==> src/sv/nfsa_pkg.sv <==
// shared types and constants for the neighbor force scatter accumulator
`timescale 1ns / 1ps

package nfsa_pkg;

    // field widths
    localparam int CENTER_W    = 12;
    localparam int NB_W        = 13;
    localparam int DATA_W      = 32;
    localparam int FORCE_W     = 64;
    localparam int IDX_W       = 17;
    localparam int IN_TDATA_W  = 160;
    localparam int OUT_TDATA_W = 208;
    localparam int LANE_W      = 3 * FORCE_W;

    // operation codes carried on s_tuser
    localparam logic OP_ACCUM = 1'b0;
    localparam logic OP_READ  = 1'b1;

    // controller states
    typedef enum logic [2:0] {
        ST_CLEAR,
        ST_IDLE,
        ST_MUL,
        ST_CUPD,
        ST_NRD,
        ST_NUPD,
        ST_RRD,
        ST_ROUT
    } state_t;

    // memory address source
    typedef enum logic [1:0] {
        ADDR_CENTER,
        ADDR_NEIGHBOR,
        ADDR_CLEAR
    } addr_sel_t;

    // commands from controller to datapath
    typedef struct packed {
        logic      capture;
        logic      rd_en;
        logic      wr_en;
        logic      wr_zero;
        logic      neg;
        logic      out_load;
        addr_sel_t addr_sel;
    } cmd_t;

    // status from datapath to controller
    typedef struct packed {
        logic in_op;
        logic center_ok;
        logic nb_ok;
        logic clear_last;
        logic out_free;
    } status_t;

endpackage

==> src/sv/nfsa_ctrl.sv <==
// controller state machine sequencing memory reads and writes per beat
`timescale 1ns / 1ps

module nfsa_ctrl
    import nfsa_pkg::*;
(
    input  logic    clk,
    input  logic    rst_n,
    input  logic    s_tvalid,
    output logic    s_tready,
    input  status_t status,
    output cmd_t    cmd
);

    state_t state_reg;
    state_t state_next;

    // state register
    always_ff @(posedge clk or negedge rst_n)
    begin
        if (!rst_n)
        begin
            state_reg <= ST_CLEAR;
        end
        else
        begin
            state_reg <= state_next;
        end
    end

    // next state and commands
    always_comb
    begin
        state_next   = state_reg;
        s_tready     = 1'b0;
        cmd.capture  = 1'b0;
        cmd.rd_en    = 1'b0;
        cmd.wr_en    = 1'b0;
        cmd.wr_zero  = 1'b0;
        cmd.neg      = 1'b0;
        cmd.out_load = 1'b0;
        cmd.addr_sel = ADDR_CENTER;
        case (state_reg)
            ST_CLEAR:
            begin
                cmd.wr_en    = 1'b1;
                cmd.wr_zero  = 1'b1;
                cmd.addr_sel = ADDR_CLEAR;
                if (status.clear_last)
                begin
                    state_next = ST_IDLE;
                end
            end
            ST_IDLE:
            begin
                s_tready = 1'b1;
                if (s_tvalid)
                begin
                    cmd.capture = 1'b1;
                    state_next  = (status.in_op == OP_READ) ? ST_RRD : ST_MUL;
                end
            end
            ST_MUL:
            begin
                // products register while the center entry is fetched
                cmd.rd_en  = 1'b1;
                state_next = ST_CUPD;
            end
            ST_CUPD:
            begin
                cmd.wr_en  = status.center_ok;
                cmd.neg    = 1'b1;
                state_next = status.nb_ok ? ST_NRD : ST_IDLE;
            end
            ST_NRD:
            begin
                cmd.rd_en    = 1'b1;
                cmd.addr_sel = ADDR_NEIGHBOR;
                state_next   = ST_NUPD;
            end
            ST_NUPD:
            begin
                cmd.wr_en    = 1'b1;
                cmd.addr_sel = ADDR_NEIGHBOR;
                state_next   = ST_IDLE;
            end
            ST_RRD:
            begin
                cmd.rd_en  = 1'b1;
                state_next = ST_ROUT;
            end
            ST_ROUT:
            begin
                // wait for the output register, then clear the entry
                if (status.out_free)
                begin
                    cmd.out_load = 1'b1;
                    cmd.wr_en    = status.center_ok;
                    cmd.wr_zero  = 1'b1;
                    state_next   = ST_IDLE;
                end
            end
            default:
            begin
                state_next = ST_IDLE;
            end
        endcase
    end

endmodule

==> config.mk <==
export PLATFORM = sky130hd
export DESIGN_NAME = nfsa_ctrl
export DESIGN_NICKNAME = d
export VERILOG_FILES = /design/src/sv/nfsa_pkg.sv /design/src/sv/nfsa_ctrl.sv
export SDC_FILE = /design/constraint.sdc
export NUM_CORES = 1
export LEC_CHECK = 0
export BUFFER_PORTS_ARGS = -buffer_cell sky130_fd_sc_hd__buf_2
export CAP_MARGIN = 10
export CORE_AREA = 4 4 41 43
export DETAILED_ROUTE_END_ITERATION = 8
export DIE_AREA = 0 0 45 47
export PLACE_DENSITY = 0.44
export SETUP_SLACK_MARGIN = 0.15
export SKIP_LAST_GASP = 1
export SLEW_MARGIN = 20
export SYNTH_ARGS = -nofsm -noshare
export SYNTH_HDL_FRONTEND = slang
export SYNTH_SLANG_ARGS = --single-unit
==> constraint.sdc <==
create_clock -name clk -period 3.1 [get_ports clk]
set_input_delay 0 -clock clk [delete_from_list [all_inputs] [get_ports clk]]
set_output_delay 0 -clock clk [all_outputs]
set_load 0.02 [all_outputs]
==> key figures <==
Placement
  – PortBufs: 16
  – Placement Setup Slack: 1.95 ns
  – Placed instance area: 338 sq um
  – RePlAce Congestion: 0.758
  – Dpl hpwl: 515 microns

GRT
  – Congestion Overflow GR: 0
  – Vias in the first global route: 273
  – Initial antenna violation count: 0
  – Met3 Use GR: 4.60%
  – Grt met2 use: 10.7%
  – Pin count of the biggest net entering global routing: 13
  – First-pass GRT wire length: 1.10 mm
  – Grt met1 use: 7.97%
  – All-layer global routing usage: 7.91%
  – Gr busiest metal: met2

Flow run
  – Max cap viols: 0

Layout
  – Nets: 61
  – Post-layout util: 28.7%
  – Design Area, Final: 374 sq um
  – Synth-to-Final Area Change: 42.4%
  – Layout cells sized above 1: 42.3%
  – # diodes: 0
  – Largest register FFs: 3

Detailed routing
  – DR vias/cell: 4.19
  – Final antenna-violating net count: 0
  – Wire per inst: 10.2 microns
  – Drt total wl: 683 microns
  – # DRC: 0
  – Drt pass-1 iters: 3
  – Drt first-iter violations: 7
  – Via Count: 281

Floorplan
  – Die Area: 2120 sq um
  – DIE HEIGHT: 47 microns
  – Total core area: 1300 sq um
  – # rows: 13
  – Io pins: 17
  – Chip width: 45 microns
  – Starting Density: 20.2%

Worst hold path
  – Tightest Hold Check Type: input pin to asynchronous set/reset pin

Logic synthesis
  – Top cells by area, synth: dfrtp_1 (29%), nor2_1 (8.6%), buf_6 (4.3%), nand2_1 (4.3%), nand2_4 (4.3%)
  – Register area share after synthesis: 28.6%
  – Mapped Avg Cell Area: 7.73 sq um
  – Area share of the largest cell type after synthesis: 28.6%
  – Post-Synthesis Cells: 34
  – Synth warn: 0
  – Post-synthesis net count: 42
  – Synth unique cells: 24
  – EDFF count, synth: 0
  – Top post-synthesis cells by count: nor2_1 (6), dfrtp_1 (3), nand2_1 (3)
  – Post-Syn Area: 263 sq um
  – Ys flop type: dfrtp_1
  – Cell with the most instances after synthesis: nor2_1
  – FF+latch count, synth: 3
  – Synth async-reset ratio: 100%
  – Leading area contributor after synthesis: dfrtp_1

STA
  – Final period util: 45.0%
  – Worst rel slew slack: 74.3%
  – RSZ-0062 raised after global routing: no
  – Worst Skew: 0.000320 ns
  – Final hold vios: 0
  – Setup TNS Final: 0 ns
  – Final setup fails: 0
  – Setup slack after layout: 1.70 ns
  – FMAX: 0.716 GHz
  – Minimum clock period: 1.40 ns
  – Slew Limit Fails: 0
  – Tightest Pin Transition: 0.385 ns

Setup path
  – Data required time of the worst path: 3.10 ns
  – R2r setup slk: 1.95 ns
  – Worst path arrival time: 1.40 ns
  – Worst setup SP type: register
  – Kind of critical path: register to output port
  – Max FO, Critical Path: 12
  – Critical Path End Type: output port

Clock network
  – Clk_lat worst skew: 0.23 ns
  – Post-CTS resize count: 0
  – Max Root-Sink Buffers: 2
  – Root buffer cell: clkbuf_4
  – Clk sink count: 3
  – Clk slew on worst S/H paths: 0.04 ns
  – Post-CTS Setup Bufs: 0
  – H-tree levels: 1
  – Total CTS buffers: 3
  – CTS tree: yes

Outcome
  – Status: completed

Power
  – Total Power: 0.409 mW
  – PwrDens: 1090 nW/um^2
  – VDD IR max: 0.000288 V
  – Cell leakage power: 0.208 nW
final cells by class:
| class | count | area (sq um) |
|---|---|---|
| Fill cell | 161 | 927 |
| Multi-Input combinational cell | 26 | 156 |
| Timing Repair Buffer | 17 | 90.1 |
| Inverter | 2 | 7.51 |
| Tap cell | 15 | 18.8 |
| Sequential cell | 3 | 75.1 |
| Clock buffer | 4 | 26.3 |
per-stage QoR:
| stage | instances | hold slack, ns |
|---|---|---|
| floorplan | 34 | -0.296 |
| CTS | 67 | 0.0818 |
| global route | 67 | 0.0939 |
| detailed placement | 62 | -0.201 |
| finish | 67 | 0.0915 |
| global placement | 62 | -0.201 |
final timing paths:
path	cells past startpoint	end	startpoint
setup / recovery	4	cmd[4]	state_reg[1]$_DFFE_PN0P_
hold / removal	2	state_reg[0]$_DFFE_PN0P_	rst_n
setup reg to reg	3	state_reg[2]$_DFFE_PN0P_	state_reg[1]$_DFFE_PN0P_
hold reg to reg	2	state_reg[2]$_DFFE_PN0P_	state_reg[1]$_DFFE_PN0P_
max in group asynchronous	2	state_reg[1]$_DFFE_PN0P_	rst_n
min in group clk	3	state_reg[0]$_DFFE_PN0P_	status[2]
cells in the final DEF (no fill, tap or decap), drive strengths merged, types with 2 or more instances in the layout:
master	Yosys	layout
buf	3	16
clkbuf	0	4
dfrtp	3	3
inv	2	2
nand2	4	4
nor2	6	6
nor3	2	2
or2	2	2
timing repair:
item / CTS / global route
endpoints found under the setup margin: 0 / 0
endpoints found under the hold margin: 3 / 0
hold buffers: 1 / 0
cell families (layout without fill, tap and decap cells):
| family | after synthesis | in the layout | synth area share, % |
|---|---|---|---|
| AO/OA/AOI/OAI | 7 | 7 | 18.1 |
| buffers and inverters | 5 | 23 | 11.9 |
| flip-flops | 3 | 3 | 28.6 |
| multiplexers | 1 | 1 | 3.81 |
| AND/OR/NAND/NOR | 18 | 18 | 37.6 |
routing by layer:
metal	part of all wire, %	routed length, microns
met3	9.7	66
met5	0	0
met2	48	325
met1	42	290
met4	0	0
report_power, final:
part / switching (mW) / leakage [nW] / internal (mW) / total [mW]
Combinational: 0.136 / 0.158 / 0.0960 / 0.232
Clock: 0.0203 / 0.0150 / 0.0482 / 0.0685
Sequential: 0.0519 / 0.0349 / 0.0572 / 0.109
Total: 0.208 / 0.208 / 0.201 / 0.409
critical path, cell delays in order (launching register included):
cell and delay, ns:
dfrtp_1 0.51, nand2_1 0.16, nor2_1 0.06, or2_2 0.28, buf_2 0.16
Power figures use the tool's default switching activity.
